## config.mk

```make
export PLATFORM = sky130hd
export DESIGN_NAME = decimal_text_to_fixed_point
export DESIGN_NICKNAME = d
export VERILOG_FILES = /design/src/hw/rtl/dtfp_pkg.sv /design/src/hw/rtl/decimal_text_to_fixed_point.sv
export SDC_FILE = /design/constraint.sdc
export NUM_CORES = 2
export LEC_CHECK = 0
export BUFFER_PORTS_ARGS = -buffer_cell sky130_fd_sc_hd__clkbuf_2
export CAP_MARGIN = 10
export CORE_ASPECT_RATIO = 1.1
export CORE_MARGIN = 1
export CORE_UTILIZATION = 60
export CTS_BUF_LIST = sky130_fd_sc_hd__clkbuf_4 sky130_fd_sc_hd__clkbuf_8 sky130_fd_sc_hd__clkbuf_16
export CTS_CLUSTER_DIAMETER = 200
export CTS_CLUSTER_SIZE = 20
export DETAILED_ROUTE_END_ITERATION = 16
export GPL_TIMING_DRIVEN = 0
export PLACE_DENSITY = 0.74
export RECOVER_POWER = 100
export SLEW_MARGIN = 20
export SYNTH_ARGS = -nofsm -noshare
export SYNTH_HDL_FRONTEND = slang
export SYNTH_SLANG_ARGS = --single-unit
```

## constraint.sdc

```tcl
create_clock -name clk -period 11.9 [get_ports clk]
set_clock_uncertainty 0.2 [all_clocks]
set_input_delay 0.595 -clock clk [delete_from_list [all_inputs] [get_ports clk]]
set_output_delay 0.595 -clock clk [all_outputs]
set_load 0.05 [all_outputs]
```

## src/hw/rtl/dtfp_pkg.sv

```systemverilog
// Shared constants and helper functions for the decimal text to fixed-point converter.
// It has no dependencies. The top level imports it.
package dtfp_pkg;

  localparam int unsigned ValueW = 32;
  localparam int unsigned FracW  = 4;
  localparam int unsigned ChW    = 8;
  localparam int unsigned PhaseW = 2;

  // parser phase codes
  localparam logic [PhaseW-1:0] PH_IDLE = 2'd0;
  localparam logic [PhaseW-1:0] PH_INT  = 2'd1;
  localparam logic [PhaseW-1:0] PH_FRAC = 2'd2;

  localparam logic [ChW-1:0] CH_MINUS = 8'h2D;
  localparam logic [ChW-1:0] CH_POINT = 8'h2E;
  localparam logic [ChW-1:0] CH_ZERO  = 8'h30;
  localparam logic [ChW-1:0] CH_NINE  = 8'h39;

  localparam logic [FracW-1:0] FRAC_RESET = 4'd0;

  typedef logic [ValueW-1:0] word_t;

  // ten to the power k, modulo 2^32
  function automatic word_t pow10(input logic [FracW-1:0] k);
    word_t p;
    unique case (k)
      4'd0:  p = 32'd1;
      4'd1:  p = 32'd10;
      4'd2:  p = 32'd100;
      4'd3:  p = 32'd1000;
      4'd4:  p = 32'd10000;
      4'd5:  p = 32'd100000;
      4'd6:  p = 32'd1000000;
      4'd7:  p = 32'd10000000;
      4'd8:  p = 32'd100000000;
      4'd9:  p = 32'd1000000000;
      4'd10: p = 32'd1410065408;
      4'd11: p = 32'd1215752192;
      4'd12: p = 32'd3567587328;
      4'd13: p = 32'd1316134912;
      4'd14: p = 32'd276447232;
      default: p = 32'd2764472320;
    endcase
    return p;
  endfunction

  // largest magnitude that still fits a positive result after scaling by 10^k
  function automatic word_t pos_limit(input logic [FracW-1:0] k);
    word_t l;
    unique case (k)
      4'd0: l = 32'd2147483647;
      4'd1: l = 32'd214748364;
      4'd2: l = 32'd21474836;
      4'd3: l = 32'd2147483;
      4'd4: l = 32'd214748;
      4'd5: l = 32'd21474;
      4'd6: l = 32'd2147;
      4'd7: l = 32'd214;
      4'd8: l = 32'd21;
      4'd9: l = 32'd2;
      default: l = 32'd0;
    endcase
    return l;
  endfunction

endpackage

```

## src/hw/rtl/decimal_text_to_fixed_point.sv

```systemverilog
// Top level of the decimal text to fixed-point converter: parser state, end-of-number
// scaling and a two-deep result buffer. Depends on dtfp_pkg.
//
// A result is registered into out_value/out_overflow, or into the skid stage while they are held.
// Throughput: one character per cycle when in_ready is high; set by the single accumulator
//   update (acc*10+digit) and the one 32x32 scaling multiply, both done in the transfer's cycle.
// in_ready drops only while two results are waiting (output register and skid stage full).
// Reset (rst_n low, synchronous) clears phase, flags, accumulators, buffer valids and
//   frac_digits to 0; there is no clearing pass.
module decimal_text_to_fixed_point (
  input  logic                          clk,
  input  logic                          rst_n,
  input  logic                          cfg_valid,
  output logic                          cfg_ready,
  input  logic [dtfp_pkg::FracW-1:0]    cfg_frac_digits,
  input  logic                          in_valid,
  output logic                          in_ready,
  input  logic                          in_first,
  input  logic [dtfp_pkg::ChW-1:0]      in_ch,
  output logic                          out_valid,
  input  logic                          out_ready,
  output logic signed [dtfp_pkg::ValueW-1:0] out_value,
  output logic                          out_overflow
);
  import dtfp_pkg::*;

  // configuration
  logic [FracW-1:0]  frac_r;

  // parser state; the accumulator is kept both as unsigned magnitude (for range
  // checks) and as the signed two's complement value (fed to the scaling multiply)
  logic [PhaseW-1:0] phase_r, phase_nxt;
  logic              neg_r, neg_nxt;
  word_t             mag_r, mag_nxt;
  word_t             sacc_r, sacc_nxt;
  logic [FracW-1:0]  places_r, places_nxt;
  logic              ovf_r, ovf_nxt;

  // effective state seen by this character (a first mark restarts the number)
  logic [PhaseW-1:0] cur_phase;
  logic              cur_neg;
  word_t             cur_mag;
  word_t             cur_sacc;
  logic [FracW-1:0]  cur_places;
  logic              cur_ovf;

  logic              accept;
  logic              is_digit;
  logic [3:0]        digit;
  logic [ValueW+3:0] mag_step;
  word_t             sacc10;
  logic              fin;
  word_t             res_value;
  word_t             limit;
  logic              res_ovf;

  // result buffer: output register plus one skid entry
  logic              out_valid_r;
  word_t             out_value_r;
  logic              out_ovf_r;
  logic              skid_valid_r;
  word_t             skid_value_r;
  logic              skid_ovf_r;
  logic              pop;
  logic              push;

  assign cfg_ready = 1'b1;
  assign in_ready  = ~skid_valid_r;
  assign accept    = in_valid & in_ready;

  always_comb begin
    cur_phase  = in_first ? PH_INT : phase_r;
    cur_neg    = in_first ? 1'b0 : neg_r;
    cur_mag    = in_first ? '0 : mag_r;
    cur_sacc   = in_first ? '0 : sacc_r;
    cur_places = in_first ? frac_r : places_r;
    cur_ovf    = in_first ? 1'b0 : ovf_r;
  end

  assign is_digit = (in_ch >= CH_ZERO) && (in_ch <= CH_NINE);
  assign digit    = 4'(in_ch - CH_ZERO);

  // one step of acc*10+digit, with a carry-out check on the magnitude
  assign mag_step = ({4'b0, cur_mag} << 3) + ({4'b0, cur_mag} << 1) + (ValueW+4)'(digit);
  assign sacc10   = (cur_sacc << 3) + (cur_sacc << 1);

  // parser next state
  always_comb begin
    phase_nxt  = cur_phase;
    neg_nxt    = cur_neg;
    mag_nxt    = cur_mag;
    sacc_nxt   = cur_sacc;
    places_nxt = cur_places;
    ovf_nxt    = cur_ovf;
    fin        = 1'b0;
    if (in_first && (in_ch == CH_MINUS)) begin
      neg_nxt = 1'b1;
    end else begin
      unique case (cur_phase)
        PH_INT: begin
          if (is_digit) begin
            mag_nxt  = mag_step[ValueW-1:0];
            sacc_nxt = cur_neg ? sacc10 - ValueW'(digit) : sacc10 + ValueW'(digit);
            ovf_nxt  = cur_ovf | (mag_step[ValueW+3:ValueW] != '0);
          end else if (in_ch == CH_POINT) begin
            phase_nxt = PH_FRAC;
          end else begin
            fin = 1'b1;
          end
        end
        PH_FRAC: begin
          if (is_digit && (cur_places != '0)) begin
            mag_nxt    = mag_step[ValueW-1:0];
            sacc_nxt   = cur_neg ? sacc10 - ValueW'(digit) : sacc10 + ValueW'(digit);
            ovf_nxt    = cur_ovf | (mag_step[ValueW+3:ValueW] != '0);
            places_nxt = cur_places - FracW'(1);
          end else begin
            fin = 1'b1;
          end
        end
        default: ;
      endcase
    end
    if (fin) begin
      phase_nxt  = PH_IDLE;
      places_nxt = '0;
    end
  end

  // End of number: the open fraction places scale by 10^k in one multiply.
  // The signed accumulator already carries the sign, so the wrapped product is
  // the final value. A magnitude above the limit for k means the scaled value
  // left the signed range (for k >= 10 any nonzero magnitude does).
  assign res_value = cur_sacc * pow10(cur_places);
  assign limit     = pos_limit(cur_places) + ValueW'(cur_neg && (cur_places == '0));
  assign res_ovf   = cur_ovf | (cur_mag > limit);

  assign push = accept & fin;
  assign pop  = out_valid_r & out_ready;

  always_ff @(posedge clk) begin
    if (!rst_n) begin
      frac_r <= FRAC_RESET;
    end else if (cfg_valid && cfg_ready) begin
      frac_r <= cfg_frac_digits;
    end
  end

  always_ff @(posedge clk) begin
    if (!rst_n) begin
      phase_r  <= PH_IDLE;
      neg_r    <= 1'b0;
      mag_r    <= '0;
      sacc_r   <= '0;
      places_r <= '0;
      ovf_r    <= 1'b0;
    end else if (accept) begin
      phase_r  <= phase_nxt;
      neg_r    <= neg_nxt;
      mag_r    <= mag_nxt;
      sacc_r   <= sacc_nxt;
      places_r <= places_nxt;
      ovf_r    <= ovf_nxt;
    end
  end

  // result buffer control; the skid entry fills only when the output register
  // holds a result that is not being taken
  always_ff @(posedge clk) begin
    if (!rst_n) begin
      out_valid_r  <= 1'b0;
      skid_valid_r <= 1'b0;
    end else if (skid_valid_r) begin
      if (pop) begin
        skid_valid_r <= 1'b0;
      end
    end else if (push) begin
      if (out_valid_r && !out_ready) begin
        skid_valid_r <= 1'b1;
      end else begin
        out_valid_r <= 1'b1;
      end
    end else if (pop) begin
      out_valid_r <= 1'b0;
    end
  end

  always_ff @(posedge clk) begin
    if (skid_valid_r) begin
      if (pop) begin
        out_value_r <= skid_value_r;
        out_ovf_r   <= skid_ovf_r;
      end
    end else if (push) begin
      if (out_valid_r && !out_ready) begin
        skid_value_r <= res_value;
        skid_ovf_r   <= res_ovf;
      end else begin
        out_value_r <= res_value;
        out_ovf_r   <= res_ovf;
      end
    end
  end

  assign out_valid    = out_valid_r;
  assign out_value    = out_value_r;
  assign out_overflow = out_ovf_r;

`ifndef SYNTHESIS
  a_skid_needs_out: assert property (@(posedge clk) disable iff (!rst_n)
    skid_valid_r |-> out_valid_r)
    else $error("skid entry holds a result while output register is empty");

  a_out_holds: assert property (@(posedge clk) disable iff (!rst_n)
    out_valid_r && !out_ready |=> out_valid_r && $stable(out_value_r) && $stable(out_ovf_r))
    else $error("waiting result changed or vanished");

  a_minus_opens: assert property (@(posedge clk) disable iff (!rst_n)
    accept && in_first && (in_ch == CH_MINUS) |=> (phase_r == PH_INT) && neg_r)
    else $error("leading minus did not open a negative number");

  a_frac_count: assert property (@(posedge clk) disable iff (!rst_n)
    accept && !in_first && (phase_r == PH_FRAC) && is_digit && (places_r != '0)
    |=> (places_r == $past(places_r) - FracW'(1)) && (phase_r == PH_FRAC))
    else $error("fraction digit did not consume a place");
`endif

endmodule

```

Yosys cells after proc, flatten, opt, wreduce, memory -nomap -nowiden
Memories as Yosys holds them, arrays and structs flattened.
Cells that the tools add are included.
{ "word_totals": {"register_bits": 144, "rom_bits": 1008, "inputBits": 18, "output_inout_bits": 36, "wordCells": 103, "n_memories": 2} }
{ "memory_table": {"columns": ["name", "depth", "word_bits", "read_ports", "rd_ports_with_merged_regs", "write_ports", "line", "rtl"], "rows": [
  ["(no name shown)", 16, 32, 1, 0, 0, "dtfp_pkg.sv:27", "unique case (k)"],
  ["(no name shown)", 16, 31, 1, 0, 0, "dtfp_pkg.sv:51", "unique case (k)"]
]} }
{ "op_classes": {"n_addsub": 8, "n_mul": 1, "order_cmp": 3, "eq_ne": 7, "mux": 49, "n_bitwise": 6, "reduce_logical": 14} }
{ "op_table": {"columns": ["operator", "n"], "rows": [
  ["two-way mux 32 bit", 13],
  ["one-hot mux 32 bit (2 select lines)", 2],
  ["adder 35 x 33 -> 36 bit", 1],
  ["adder 36 x 4 -> 36 bit", 1],
  ["adder 32 x 1 -> 32 bit", 1],
  ["adder 32 bit", 1],
  ["adder 32 x 4 -> 32 bit", 1],
  ["greater-than comparator 32 bit", 1],
  ["multiplier 32 x 32 -> 32 bit", 1],
  ["subtractor 32 x 4 -> 32 bit", 1],
  ["two-way mux 1 bit", 21],
  ["two-way mux 4 bit", 5],
  ["equality test 8 x 6 -> 1 bit, second input constant", 2],
  ["two-way mux 2 bit", 6],
  ["AND reduction 3 bit", 3],
  ["greater-or-equal comparator 8 x 6 -> 1 bit, second input constant", 1],
  ["less-or-equal comparator 8 x 6 -> 1 bit, second input constant", 1],
  ["nonzero test 4 bit", 2],
  ["subtractor 4 x 1 -> 4 bit, second input constant", 2],
  ["logical AND 1 bit", 5],
  ["zero test 4 bit", 1],
  ["inequality test 2 bit, second input constant", 2],
  ["one-hot mux 1 bit (2 select lines)", 2],
  ["nonzero test 2 bit", 2],
  ["other kinds (7)", 10]
]} }

Depth between registers and ports, before layout
{ "depth": {"word_depth": 9, "mapped_depth": 39, "ltp_nobuf": 35} }

Worst setup path after synthesis
OpenSTA, ideal clock, no wires.
{ "synth_timing": {"path_type": "in2reg", "startpoint": "input in_first", "endpoint": "register out_value_r[30] (netlist: out_value[30]) (data pin)", "setup_ns": 0.260, "arrival_ns": 9.081, "slack_ns": 2.359, "stages": 33, "path_cell_list": "buf_4 -> mux2i_1 -> inv_1 -> ha_1 -> o21ai_0 -> and2_1 -> clkbuf_1 -> clkbuf_1 -> nor2_1 -> fa_1 -> fa_1 -> fa_1 -> inv_1 -> fa_1 -> inv_1 -> fa_1 -> fa_1 -> fa_1 -> inv_1 -> fa_1 -> inv_1 -> ha_1 -> a21o_1 -> a21o_1 -> a21oi_1 -> o21bai_1 -> a31o_2 -> a21oi_1 -> o31ai_1 -> a211oi_1 -> o21bai_1 -> xor2_1 -> mux2_2"} }
{ "synth_between": {"elab_chain_cells": 6} }
{ "synth_rtl": {"columns": ["element", "line", "rtl"], "rows": [
  ["start, declared", "decimal_text_to_fixed_point.sv:18", "input logic in_first,"],
  ["two-way mux 4 bit", "decimal_text_to_fixed_point.sv:76", "cur_places = in_first ? frac_r : places_r;"],
  ["memory (16 x 32 bit)", null, null],
  ["multiplier 32 x 32 -> 32 bit (*)", "decimal_text_to_fixed_point.sv:134", "assign res_value = cur_sacc * pow10(cur_places);"],
  ["named net res_value[30]", "decimal_text_to_fixed_point.sv:53", "word_t res_value;"],
  ["two-way mux 32 bit (*)", "decimal_text_to_fixed_point.sv:195", "if (out_valid_r && !out_ready) begin"],
  ["two-way mux 32 bit (*)", "decimal_text_to_fixed_point.sv:194", "end else if (push) begin"],
  ["two-way mux 32 bit (*)", "decimal_text_to_fixed_point.sv:189", "if (skid_valid_r) begin"],
  ["end signal, assigned", "decimal_text_to_fixed_point.sv:191", "out_value_r <= skid_value_r;"],
  ["end signal, assigned", "decimal_text_to_fixed_point.sv:199", "out_value_r <= res_value;"],
  ["end, declared", "decimal_text_to_fixed_point.sv:59", "word_t out_value_r;"]
]} }
Mark *: on every way through the listed nets, which the timed path passes. The rest lies on a longest branch. The select of a mux whose other input is x is not followed.
A chain may end at the register's enable or synchronous reset.

Final worst setup path
Same ends and word-level chain as after synthesis.

==> flow_metrics.env <==
export IMPL_cpMostUsedCell="fa_1"
export IMPL_synth_area_mux_share_pct=1.79
export IMPL_synth_xor_area_share_pct=5.08
export IMPL_post_route_util_pct=64.2
export IMPL_cp_required_ns=11.96
export IMPL_io_pins=54
export IMPL_seq_area_sq_um=3540
export IMPL_wl_per_cell_um=23.1
export IMPL_synthCells=3247
export IMPL_slowest_stage="nand3_1"
export IMPL_worstSetupPathType="in -> reg"
export IMPL_ir_drop_mv=0.104
export IMPL_syn_nets=3948
export IMPL_grt_ovfl_total=0
export IMPL_critPathMaxStageDelay_ns=0.86
export IMPL_gp_congestion=1.04
export IMPL_stdcell_area_sq_um=29300
export IMPL_hold_class="in -> reg"
export IMPL_track_usage_pct=39.3
export IMPL_setup_violations=0
export IMPL_die_area_sq_um=47100
export IMPL_htreeDepth=4
export IMPL_diodes=0
export IMPL_internal_power_w=0.000866
export IMPL_synth_edf_count=66
export IMPL_regToRegSetupSlack_ns=0.71
export IMPL_power_density_nw_per_um2=45.0
export IMPL_yosysUniqueCellTypes=92
export IMPL_hpwl_mm=73.6
export IMPL_nets=4020
export IMPL_ctsHoldBuffers=0
export IMPL_startpoint_type="input pin"
export IMPL_synthArstFlopShare_pct=0
export IMPL_leakage_nw=14.2
export IMPL_ant_nets=0
export IMPL_grt_antenna_before_repair=1
export IMPL_drc_errors=1
export IMPL_finalMaxSlewViolations=28
export IMPL_r2r_end="out_value[30]"
export IMPL_post_cts_setup_buffers=0
export IMPL_p_comb_share_pct=17.2
export IMPL_grt_max_degree=28
export IMPL_final_cell_mix="inv_1, fa_1, nand2_1"
export IMPL_fill_cells=3987
export IMPL_end_kind="flip-flop"
export IMPL_synth_area_sq_um=27800
export IMPL_initial_core_util_pct=60.8
export IMPL_area_growth_pct=5.51
export IMPL_synth_area_top_cells="fa_1, ha_1, edfxtp_1"
export IMPL_violations="design-rule violations, max-capacitance violations, max-slew violations"
export IMPL_final_common_cell="inv_1"
export IMPL_synth_fa_ha_area_share_pct=41.9
export IMPL_cp_arrival_ns=11.45
export IMPL_switchingPower_w=0.000452
export IMPL_clkTransAtPathRegs_ns=0.08
export IMPL_multiInputGateArea_sq_um=21800
export IMPL_cts_root_buf="clkbuf_16"
export IMPL_post_dp_cell_area_sq_um=28800
export IMPL_crit_end="out_value[30]"
export IMPL_synth_compound_area_share_pct=11.4
export IMPL_cts_sinks=144
export IMPL_cap_violations=1
export IMPL_fp_dieH_um=228
export IMPL_drt_pass1_iter_count=14
export IMPL_port_buffers=50
export IMPL_p_seq_share_pct=39.8
export IMPL_worst_slack_ns=0.512
export IMPL_switching_share_pct=34.3
export IMPL_rr_startpoint="frac_r[0]"
export IMPL_synth_top_family_by_area="adder cells"
export IMPL_core_area_sq_um=45700
export IMPL_viasPerCell=6.06
export IMPL_pwr_share_clk_pct=43.0
export IMPL_clk_path_buf_depth=2
export IMPL_cts_tree="done"
export IMPL_finalCritPeriodShare_pct=95.7
export IMPL_synth_simple_area_share_pct=18.3
export IMPL_grt_pass1_wl_mm=138
export IMPL_max_slew_margin_pct=-29.4
export IMPL_drt_total_wl_mm=90.5
export IMPL_synth_ff_type="dfxtp_1"
export IMPL_drive_above_1_share_pct=3.78
export IMPL_hold_violations=0
export IMPL_yosysTopAreaCellShare_pct=29.8
export IMPL_total_power_w=0.00132
export IMPL_num_vias=23700
export IMPL_clkLatencyLatePin_ns=0.50
export IMPL_synth_seq_cells=144
export IMPL_dr_first_iter_drc_count=1968
export IMPL_avgSynthCellArea_sq_um=8.55
export IMPL_cp_startpoint="in_first"
export IMPL_cts_buffers_inserted=17
export IMPL_worst_pin_slew_ns=1.94
export IMPL_rsz0062_at_grt="false"
export IMPL_crit_path_max_fanout=13
export IMPL_yosysTopAreaCell="fa_1"
export IMPL_reg2reg_depth=31
export IMPL_yosysWarnings=0
export IMPL_fin_crit_ns=11.39
export IMPL_num_rows=82
export IMPL_grt_pass1_vias=24400
export IMPL_dp_slack_ns=0.253
export IMPL_fmax_ghz=0.0878
export IMPL_status="complete, but fails checks"
export IMPL_synth_seq_area_share_pct=12.8
export IMPL_die_w_um=207
-- per-layer routing --
metal / track usage [%] / routed length (um) / vias to the layer above
met5: 0 / 13 / -
met4: 26.7 / 6830 / 2
met3: 8.82 / 7420 / 297
met2: 64.6 / 41400 / 1114
met1: 46.6 / 34800 / 11700
li1: - / - / 10600
-- Yosys cell counts (all sizes together), types with 8 or more instances --
cell type	instances
o31ai	12
a21oi	97
or3	13
a21o	56
nor3	29
dfxtp	78
and3	22
mux2	27
clkbuf	130
xor2	41
o21a	27
edfxtp	66
nor3b	8
o21bai	13
nor2b	100
nand3	45
mux2i	18
fa	413
a22oi	45
a211oi	20
o21ai	88
nor2	383
and2	15
buf	19
nand2	383
nand2b	48
o22ai	14
a31oi	10
inv	478
ha	270
nand4	16
a21boi	10
a211o	8
xnor2	120
or2	15
-- logic make-up after synthesis --
kind of cell / count (synthesis)
fa+ha+maj: 683
other cells: 1
flops: 144
mux: 45
compound gates: 466
xor+xnor: 161
simple gates: 1114
buf+inv: 633
-- what timing repair did --
item | 4_1_cts | 5_1_grt
endpoints found under the hold margin | 0 | 0
endpoints found under the setup margin | 0 | 1
resized for setup | 0 | 1
-- layout make-up --
class                   instances  share of cell area [%]
repair buffers                 53                   0.756
multi-input cells            2470                    74.3
clock inverters                13                   0.461
flip-flops and latches        144                    12.1
plain buffers                 149                    2.05
inverters                     484                    6.20
clock buffers                  19                    1.58
well taps                     588                    2.51
-- worst min path at each step --
stage                    from           end  slack [ns]  cells past startpoint
floorplan           mag_r[19]     mag_r[19]        0.22                      2
finish              out_ready  skid_valid_r        0.19                      4
CTS                 out_ready  skid_valid_r        0.15                      4
global placement    mag_r[19]     mag_r[19]        0.23                      2
global route        out_ready  skid_valid_r        0.20                      4
detailed placement  mag_r[30]     mag_r[30]        0.24                      2
-- per-stage QoR --
step,hold slack [ns],instances,TNS [ns]
finish,0.190,3920,0
global placement,0.228,3885,-0.334
global route,0.201,3920,0
detailed placement,0.236,3888,0
CTS,0.154,3920,0
floorplan,0.217,3247,0
-- registers in the layout, summed over array words and instances, names as in the netlist, 2 cells and up --
register and count:
frac_r 4, sacc_r 32, places_r 4, phase_r 2, skid_value_r 32, mag_r 32
out_value 32
-- power by group through the flow --
stage               Combinational, W  Sequential [W]  Clock, W
floorplan                   0.000112        0.000551         0
global placement            0.000213        0.000536         0
detailed placement          0.000219        0.000535         0
CTS                         0.000220        0.000524  0.000574
global route                0.000234        0.000525  0.000589
finish                      0.000226        0.000525  0.000566
-- critical path: cells and delay by family --
family	cells	cell delay [ns]
AOI/OAI and AO/OA	6	1.97
xor gates and xnor gates	1	0.18
adders and majority gates	10	3.89
buffers and inverters	10	2.34
muxes	2	0.67
and+or+nand+nor	4	1.79
Note: power is estimated with default switching activity, not from simulation.
